<file path="config.mk">
export PLATFORM = sky130hd
export DESIGN_NAME = qrd_cordic
export DESIGN_NICKNAME = d
export VERILOG_FILES = /design/src/hdl/qrd_pkg.sv /design/src/hdl/qrd_cordic.sv
export SDC_FILE = /design/constraint.sdc
export NUM_CORES = 1
export LEC_CHECK = 0
export ABC_AREA = 1
export BUFFER_PORTS_ARGS = -buffer_cell sky130_fd_sc_hd__buf_2
export CAP_MARGIN = 20
export CORE_MARGIN = 2
export CORE_UTILIZATION = 50
export DETAILED_ROUTE_END_ITERATION = 8
export PLACE_DENSITY = 0.64
export SYNTH_ARGS = -nofsm -noshare
export SYNTH_HDL_FRONTEND = slang
export SYNTH_SLANG_ARGS = --single-unit
</file>
<file path="constraint.sdc">
create_clock -name clk -period 17.8 [get_ports clk]
set_clock_uncertainty 0.2 [all_clocks]
set_input_delay 5.34 -clock clk [delete_from_list [all_inputs] [get_ports clk]]
set_output_delay 5.34 -clock clk [all_outputs]
set_load 0.02 [all_outputs]
</file>
<file path="src/hdl/qrd_pkg.sv">
`default_nettype none
// ----------------------------------------------------------------------------
// qrd_pkg
// Shared types, constants and helpers of the quadrotor rate dynamics core.
// ----------------------------------------------------------------------------
package qrd_pkg;

  // lag sub-steps per outer step
  localparam int INNER_STEPS = 50;
  localparam int ITER_W = (INNER_STEPS > 1) ? $clog2(INNER_STEPS) : 1;

  // sub-step scaling: x*dt / (65536*INNER_STEPS), rounded
  localparam logic signed [63:0] HALF_DIV = 64'(INNER_STEPS) * 64'sd32768;
  localparam int DIV_SHIFT = 42;
  localparam logic [42:0] DIV_RECIP =
    43'(((64'd1 << DIV_SHIFT) + 64'(INNER_STEPS) - 64'd1) / 64'(INNER_STEPS));

  // physical and angle constants, Q16.16
  localparam logic signed [31:0] GRAV      = 32'sd642908;
  localparam logic [18:0]        TWO_PI_Q  = 19'd411775;
  localparam logic signed [23:0] PI_Q      = 24'sd205887;
  localparam logic signed [23:0] HALF_PI_Q = 24'sd102944;

  // cordic
  localparam logic signed [33:0] CORDIC_GAIN = 34'sd652032874;
  localparam int CORDIC_N  = 16;
  localparam int RED_STEPS = 13;
  localparam int CNT_W     = 4;

  // register indexes
  localparam logic [2:0] REG_RATE_WN   = 3'd0;
  localparam logic [2:0] REG_RATE_ZETA = 3'd1;
  localparam logic [2:0] REG_YAW_WN    = 3'd2;
  localparam logic [2:0] REG_YAW_ZETA  = 3'd3;
  localparam logic [2:0] REG_TIME_STEP = 3'd4;

  // axis and lag slots
  localparam logic [1:0] AX_ROLL   = 2'd0;
  localparam logic [1:0] AX_PITCH  = 2'd1;
  localparam logic [1:0] AX_YAW    = 2'd2;
  localparam logic [1:0] LAG_THR   = 2'd3;

  typedef enum logic {MUL_Q, MUL_DT} mul_mode_t;

  typedef struct packed {
    mul_mode_t         mode;
    logic signed [31:0] a;
    logic signed [31:0] b;
  } mul_req_t;

  typedef struct packed {
    logic               done;
    logic signed [31:0] sin_v;
    logic signed [31:0] cos_v;
  } trig_t;

  typedef enum logic [3:0] {
    ST_IDLE, ST_COEF, ST_LAG, ST_ATT, ST_TRIG, ST_ACC, ST_VEL, ST_POS, ST_OUT
  } seq_state_t;

  typedef enum logic [1:0] {CS_IDLE, CS_RED, CS_ROT, CS_FIN} cordic_state_t;

  function automatic logic signed [31:0] sat32(input logic signed [63:0] v);
    if (v > 64'sd2147483647) return 32'sh7fffffff;
    else if (v < -64'sd2147483648) return 32'sh80000000;
    else return v[31:0];
  endfunction

  function automatic logic signed [23:0] atan_at(input logic [CNT_W-1:0] i);
    case (i)
      4'd0:    return 24'sd51472;
      4'd1:    return 24'sd30386;
      4'd2:    return 24'sd16055;
      4'd3:    return 24'sd8150;
      4'd4:    return 24'sd4091;
      4'd5:    return 24'sd2047;
      4'd6:    return 24'sd1024;
      4'd7:    return 24'sd512;
      4'd8:    return 24'sd256;
      4'd9:    return 24'sd128;
      4'd10:   return 24'sd64;
      4'd11:   return 24'sd32;
      4'd12:   return 24'sd16;
      4'd13:   return 24'sd8;
      4'd14:   return 24'sd4;
      default: return 24'sd2;
    endcase
  endfunction

endpackage
`default_nettype wire

</file>
<file path="src/hdl/qrd_cordic.sv">
`default_nettype none
// ----------------------------------------------------------------------------
// qrd_cordic
// Iterative sin/cos: angle reduction by shifted subtract, then 16 rotations.
// ----------------------------------------------------------------------------
module qrd_cordic (
  input  wire logic               clk,
  input  wire logic               rst_n,
  input  wire logic               start,
  input  wire logic signed [31:0] angle,
  output qrd_pkg::trig_t          res
);

  qrd_pkg::cordic_state_t state_r, state_nxt;
  logic [32:0]               mag_r, mag_sub, mag_nxt;
  logic                      negin_r, fold_r, fold_nxt;
  logic [qrd_pkg::CNT_W-1:0] cnt_r;
  logic signed [33:0]        x_r, y_r, xs, ys, x_nxt, y_nxt, xr, yr;
  logic signed [23:0]        z_r, z_nxt, r0, r1, rf;
  logic signed [31:0]        sin_r, cos_r;

  always_ff @(posedge clk) begin
    if (!rst_n) state_r <= qrd_pkg::CS_IDLE;
    else state_r <= state_nxt;
  end

  always_comb begin
    state_nxt = state_r;
    case (state_r)
      qrd_pkg::CS_IDLE: if (start) state_nxt = qrd_pkg::CS_RED;
      qrd_pkg::CS_RED:  if (cnt_r == '0) state_nxt = qrd_pkg::CS_ROT;
      qrd_pkg::CS_ROT:  if (cnt_r == qrd_pkg::CNT_W'(qrd_pkg::CORDIC_N - 1))
                          state_nxt = qrd_pkg::CS_FIN;
      qrd_pkg::CS_FIN:  state_nxt = qrd_pkg::CS_IDLE;
      default:          state_nxt = qrd_pkg::CS_IDLE;
    endcase
  end

  // reduction step and fold into [-pi/2, pi/2]
  always_comb begin
    mag_sub = 33'(qrd_pkg::TWO_PI_Q) << cnt_r;
    mag_nxt = (mag_r >= mag_sub) ? mag_r - mag_sub : mag_r;
    r0 = (negin_r && mag_nxt != '0) ? 24'(qrd_pkg::TWO_PI_Q) - 24'(mag_nxt[18:0])
                                    : 24'(mag_nxt[18:0]);
    r1 = (r0 > qrd_pkg::PI_Q) ? r0 - 24'(qrd_pkg::TWO_PI_Q) : r0;
    fold_nxt = 1'b0;
    rf = r1;
    if (r1 > qrd_pkg::HALF_PI_Q) begin
      rf = r1 - qrd_pkg::PI_Q;
      fold_nxt = 1'b1;
    end else if (r1 < -qrd_pkg::HALF_PI_Q) begin
      rf = r1 + qrd_pkg::PI_Q;
      fold_nxt = 1'b1;
    end
  end

  // one rotation
  always_comb begin
    xs = x_r >>> cnt_r;
    ys = y_r >>> cnt_r;
    if (z_r >= 0) begin
      x_nxt = x_r - ys;
      y_nxt = y_r + xs;
      z_nxt = z_r - qrd_pkg::atan_at(cnt_r);
    end else begin
      x_nxt = x_r + ys;
      y_nxt = y_r - xs;
      z_nxt = z_r + qrd_pkg::atan_at(cnt_r);
    end
    xr = (x_nxt + 34'sd8192) >>> 14;
    yr = (y_nxt + 34'sd8192) >>> 14;
  end

  always_ff @(posedge clk) begin
    case (state_r)
      qrd_pkg::CS_IDLE: begin
        mag_r   <= angle[31] ? 33'(-64'(angle)) : 33'(angle);
        negin_r <= angle[31];
        cnt_r   <= qrd_pkg::CNT_W'(qrd_pkg::RED_STEPS - 1);
      end
      qrd_pkg::CS_RED: begin
        mag_r <= mag_nxt;
        cnt_r <= cnt_r - 1'b1;
        if (cnt_r == '0) begin
          z_r    <= rf;
          fold_r <= fold_nxt;
          x_r    <= qrd_pkg::CORDIC_GAIN;
          y_r    <= '0;
          cnt_r  <= '0;
        end
      end
      qrd_pkg::CS_ROT: begin
        x_r   <= x_nxt;
        y_r   <= y_nxt;
        z_r   <= z_nxt;
        cnt_r <= cnt_r + 1'b1;
        cos_r <= 32'(fold_r ? -xr : xr);
        sin_r <= 32'(fold_r ? -yr : yr);
      end
      default: ;
    endcase
  end

  assign res.done  = (state_r == qrd_pkg::CS_FIN);
  assign res.sin_v = sin_r;
  assign res.cos_v = cos_r;

endmodule
`default_nettype wire

</file>
# Word level (Yosys, flattened, before mapping)
# Memory sizes are Yosys's and may differ from the RTL's. A register that Yosys moved wholly into a read port is not among the register bits.
# Cells that the tools add are included.
# word_totals
ff_bits,197
latchBits,0
mem_bits_rw,0
romBits,512
in_bits,35
n_memories,2
# memory_table
name,depth,word_bits,read_ports,rd_clocked_by_memory_dff,write_ports,line,text
(no name shown),16,16,1,1,0,qrd_pkg.sv:70,case (i)
(no name shown),16,16,1,1,0,qrd_pkg.sv:70,
# op_classes
add_sub_neg,18
mul,0
div,0
n_lt_le_gt_ge,5
eq_ne,7
shifts,3
n_mux,29
bitwise_logic,0
n_reduce_logical,10
# ops
cell,n
two-way mux 24 bit,8
two-way mux 34 bit,4
one-hot mux 34 bit (2 select lines),2
"adder 34 x 15 -> 34 bit, second input constant",2
adder 34 bit,2
>>> shifter 34 x 4 -> 34 bit,2
subtractor 34 bit,2
two-way mux 33 bit,2
one-hot mux 33 bit (2 select lines),1
two-way mux 32 bit,2
negation 20 -> 32 bit,2
one-hot mux 24 bit (2 select lines),1
"subtractor 24 x 19 -> 24 bit, second input constant",2
>= comparator 33 bit,1
negation 32 -> 33 bit,1
nonzero test 33 bit,1
"<< shifter 19 x 4 -> 33 bit, first input constant",1
subtractor 33 bit,1
"adder 24 x 19 -> 24 bit, second input constant",1
adder 24 bit,1
">= comparator 24 x 1 -> 1 bit, second input constant",1
"greater-than comparator 24 x 18 -> 1 bit, second input constant",1
"greater-than comparator 24 x 19 -> 1 bit, second input constant",1
"less-than comparator 24 x 18 -> 1 bit, second input constant",1
20 further kinds,29

# Logic depth before layout (Yosys ltp)
# logic_depth
depth_word,13
depth_mapped,59
ltp_nobuf,51

# Worst setup path after synthesis
# No wires, ideal clock.
# synth_timing
path_type,input port to flip-flop
from,input angle[1]
to,"register mag_r[30], data pin"
t_arrival_ns,7.538
required_time_ns,17.331
setup_slack_ns,9.793
path_stages,15
path_buffers,0
path_cell_list,inv_1 -> ha_1 -> inv_1 -> nor3_1 -> nand2_1 -> or3_1 -> nor3_1 -> inv_1 -> nor3_1 -> nand4_1 -> o21ai_0 -> o21ai_0 -> nor2_1 -> xor2_1 -> o21ai_0
# synth_between
elab_chain_len,3
# synth_lines
item,line,text
from (decl),qrd_cordic.sv:10,"input wire logic signed [31:0] angle,"
negation 32 -> 33 bit,qrd_cordic.sv:77,mag_r <= angle[31] ? 33'(-64'(angle)) : 33'(angle);
two-way mux 33 bit,qrd_cordic.sv:77,
one-hot mux 33 bit (2 select lines),qrd_cordic.sv:75,case (state_r)
to (signal assigned),qrd_cordic.sv:77,
to (signal assigned),qrd_cordic.sv:82,mag_r <= mag_nxt;
to (decl),qrd_cordic.sv:15,"logic [32:0] mag_r, mag_sub, mag_nxt;"
# No other way between the ends.
# A chain may end at the register's enable or synchronous reset.

# Worst setup path after layout
# layout_timing
from,register cnt_r[0] in the netlist's numbering
to,"register z_r[18], data pin"
# layout_between
elab_chain_len,13
# layout_lines
item,line,text
from (decl),qrd_cordic.sv:17,logic [qrd_pkg::CNT_W-1:0] cnt_r;
from (signal assigned),qrd_cordic.sv:79,cnt_r <= qrd_pkg::CNT_W'(qrd_pkg::RED_STEPS - 1);
from (signal assigned),qrd_cordic.sv:83,cnt_r <= cnt_r - 1'b1;
from (signal assigned),qrd_cordic.sv:96,cnt_r <= cnt_r + 1'b1;
<< shifter 19 x 4 -> 33 bit (*),qrd_cordic.sv:41,mag_sub = 33'(qrd_pkg::TWO_PI_Q) << cnt_r;
subtractor 33 bit or >= comparator 33 bit (tied branches),qrd_cordic.sv:42,mag_nxt = (mag_r >= mag_sub) ? mag_r - mag_sub : mag_r;
two-way mux 33 bit (*),qrd_cordic.sv:42,
"parallel branches: the longest is 2 deep, another holds subtractor 19 x 19 -> 20 bit",--,
two-way mux 24 bit (*),qrd_cordic.sv:43,r0 = (negin_r && mag_nxt != '0) ? 24'(qrd_pkg::TWO_PI_Q) - 24'(mag_nxt[18:0])
subtractor 24 x 19 -> 24 bit or greater-than comparator 24 x 19 -> 1 bit (tied branches),qrd_cordic.sv:45,r1 = (r0 > qrd_pkg::PI_Q) ? r0 - 24'(qrd_pkg::TWO_PI_Q) : r0;
two-way mux 24 bit (*),qrd_cordic.sv:45,
adder 24 x 19 -> 24 bit or less-than comparator 24 x 18 -> 1 bit (tied branches),"qrd_cordic.sv:52, qrd_cordic.sv:51",
two-way mux 24 bit,qrd_cordic.sv:51,end else if (r1 < -qrd_pkg::HALF_PI_Q) begin
two-way mux 24 bit (*),qrd_cordic.sv:48,if (r1 > qrd_pkg::HALF_PI_Q) begin
two-way mux 24 bit (*),qrd_cordic.sv:84,if (cnt_r == '0) begin
one-hot mux 24 bit (2 select lines) (*),qrd_cordic.sv:75,
to (signal assigned),qrd_cordic.sv:85,z_r <= rf;
to (signal assigned),qrd_cordic.sv:95,z_r <= z_nxt;
to (decl),qrd_cordic.sv:19,"logic signed [23:0] z_r, z_nxt, r0, r1, rf;"
# Every way passes the cells marked *. The select of a mux whose other input is x is not followed.

==> flow_summary_export.csv <==
group,metric,value,unit
outcome,status,"finished clean",
run,maxCapViolCount,0,
floorplanning,core_area,50070,µm²
placement,hpwlAfterDp,59550,µm
setup_path,crit_path_frequent_cell,"nand2_1",
sta,period_needed,9587,ps
detailed_routing,routedWlPerCell,16.12,µm
global_routing,grt_pass1_wl,121800,µm
synth,synth-async-reset-ratio,0,%
synth,ys_seq_area_share,24.51,%
setup_path,cp-end-kind,"register",
placement,gp_congestion,0.9696,
clocking,cts_setup_buffers,0,
global_routing,grt_usage,28.37,%
clocking,cts_inserted_buffers,28,
synth,synth_cell_types,65,
synth,netlist_area,25360,µm²
global_routing,grt_max_degree,78,
synth,yosys-top-cells-area,"edfxtp_1, nand2_1, ha_1",
sta,clock.fmax,104.3,MHz
floorplanning,die_h,229.2,µm
sta,finalSetupViolCount,0,
synth,yosysWarnings,0,
detailed_routing,drt_first_iter_violations,1852,
clocking,clk_latency,590,ps
floorplanning,dieArea,52540,µm²
detailed_routing,via_count,25140,
sta,slew_headroom,31.70,%
clocking,htreeDepth,1,
clocking,cts_sinks,213,
final_layout,antennaDiodeCount,0,
final_layout,area_delta_synth_final,7.636,%
floorplanning,ios,100,
floorplanning,die_x,229.2,µm
detailed_routing,antenna_left,0,
global_routing,grt_pass1_vias,23560,
sta,tns,0,ps
floorplanning,start_util,50.66,%
synth,yosysTopAreaCellShare,23.09,%
sta,tightest_slew,1024,ps
setup_path,slowest_delay,680,ps
synth,synthFlopType,"edfxtp_1",
synth,avgSynthCellArea,6.392,µm²
setup_path,cp_max_fo,68,
detailed_routing,drcViolationCount,0,
setup_path,cp.arrival,9700,ps
setup_path,crit_slowest_cell,"edfxtp_1",
detailed_routing,drt-pass1-iter-count,5,
placement,port_buffers,99,
detailed_routing,vias_per_cell,5.354,
worst_hold_path,hold_class,"register to register",
setup_path,cp.required,17920,ps
final_layout,drive_gt1_share,6.537,%
sta,rsz0062_at_grt,"false",
detailed_routing,routed_wl,75700,µm
clocking,cts.clk_slew.worst_paths,60,ps
sta,final_hold_viol_count,0,
setup_path,critPathLaunchType,"register",
synth,synth_nets,4162,
floorplanning,core.rowCount,82,
final_layout,fillers,5295,
synth,synth_top_area_cell,"edfxtp_1",
global_routing,antenna_found_initial,0,
synth,postSynthCellCount,3968,
clocking,ctsHoldBuffers,0,
synth,synth-seq-cells,213,
final_layout,nets,4195,
clocking,cts_resized,0,
sta,slew_violations,0,
clocking,cts_root_buffer,"clkbuf_16",
global_routing,overflow,0,
setup_path,worstSetupPathType,"register to register",
clocking,cts_tree,"yes",
synth,synth_edf_count,195,
sta,min_period_over_period,53.86,%
clocking,clock_path_buffers,3,
cell usage after synthesis (5+ instances only):
master / count
o21a_1: 7
nand3b_1: 28
dfxtp_1: 18
o211ai_1: 9
edfxtp_1: 195
mux2i_1: 47
inv_2: 16
nand3_1: 228
xnor2_1: 98
xor2_1: 158
nand2_1: 1268
nand2_2: 25
a21boi_0: 6
clkbuf_1: 61
or2_2: 27
o221ai_1: 5
inv_1: 464
o21ai_1: 9
nand4_1: 43
buf_1: 24
buf_6: 7
o21ai_0: 298
and2_1: 7
a31oi_1: 14
o31ai_1: 12
nor3_1: 56
a21oi_1: 191
nor2_1: 376
or2_1: 7
o22ai_1: 5
ha_1: 155
buf_2: 17
buf_4: 5
nor4_1: 8
o21bai_1: 13
registers in the layout, summed over array words and instances, names as in the netlist, named ones only:
register,count
y_r,34
x_r,34
state_r,2
fold_r,1
negin_r,1
cnt_r,4
z_r,24
sin_r,32
mag_r,33
cos_r,32
worst max-delay path: cells and delay by family (launching register included):
family / cells / cell delay [ps]
buf+inv: 5 / 1050
flops: 1 / 680
fa+ha+maj: 3 / 1040
simple gates: 36 / 5900
compound gates: 2 / 410
final timing paths:
kind              startpoint         end  slack (ps)  depth (start not counted)
setup / recovery    cnt_r[0]     z_r[18]        8210                         46
hold / removal    state_r[1]  state_r[1]         380                          2
setup reg to reg    cnt_r[0]     z_r[18]        8210                         46
hold reg to reg   state_r[1]  state_r[1]         380                          2
layout by cell type, fill, tap and decap left out, types with 5 or more instances in the layout:
cell | synthesis | routed
a21boi_0 | 6 | 6
a21oi_1 | 191 | 190
a31oi_1 | 14 | 14
and2_1 | 7 | 7
buf_2 | 17 | 99
buf_4 | 5 | 19
clkbuf_1 | 61 | 7
clkbuf_16 | 0 | 28
dfxtp_1 | 18 | 18
edfxtp_1 | 195 | 195
ha_1 | 155 | 154
inv_1 | 464 | 462
inv_2 | 16 | 18
mux2i_1 | 47 | 47
nand2_1 | 1268 | 1268
nand2_2 | 25 | 25
nand3_1 | 228 | 228
nand3b_1 | 28 | 28
nand4_1 | 43 | 43
nor2_1 | 376 | 376
nor3_1 | 56 | 56
nor4_1 | 8 | 8
o211ai_1 | 9 | 9
o21a_1 | 7 | 7
o21ai_0 | 298 | 298
o21ai_1 | 9 | 9
o21bai_1 | 13 | 13
o221ai_1 | 5 | 5
o22ai_1 | 5 | 5
o31ai_1 | 12 | 12
or2_1 | 7 | 7
or2_2 | 27 | 27
xnor2_1 | 98 | 98
xor2_1 | 158 | 158
per-stage QoR:
stage	hold WS, ps	cell area, µm²	setup WS [ps]	std cells	utilization (%)
global route	402.7	27300	7180	4695	54.53
finish	376.7	27300	8213	4695	54.53
floorplan	289.7	25360	9793	3968	-
CTS	373.8	27300	8406	4695	54.53
detailed placement	365.2	26330	8459	4643	52.59
global placement	362.2	26330	8503	4643	52.59
per-layer routing:
metal	wire (µm)	up-vias	GRT usage, %
met1	34210	11360	38.15
met2	35310	659	48.47
met3	3906	134	2.415
met5	0	-	0
met4	2273	0	8.482
li1	-	12980	-
layout make-up:
type,count,area [µm²],share of cell area [%]
Clock inverter,14,201.4,0.7379
Sequential cell,213,6216,22.77
Clock buffer,38,768.2,2.814
Inverter,484,1819,6.664
Timing Repair Buffer,118,638.1,2.337
Multi-Input combinational cell,3156,16820,61.60
Tap cell,672,840.8,3.080
cells by family after synthesis:
family,synth area share (%)
xor+xnor,8.968
fa+ha+maj,7.962
compound gates,12.47
mux,1.855
buf+inv,9.284
simple gates,34.95
flops,24.51
Power is not shown: default switching activity piles up to over one toggle a cycle in this logic, so the estimate is an artifact.
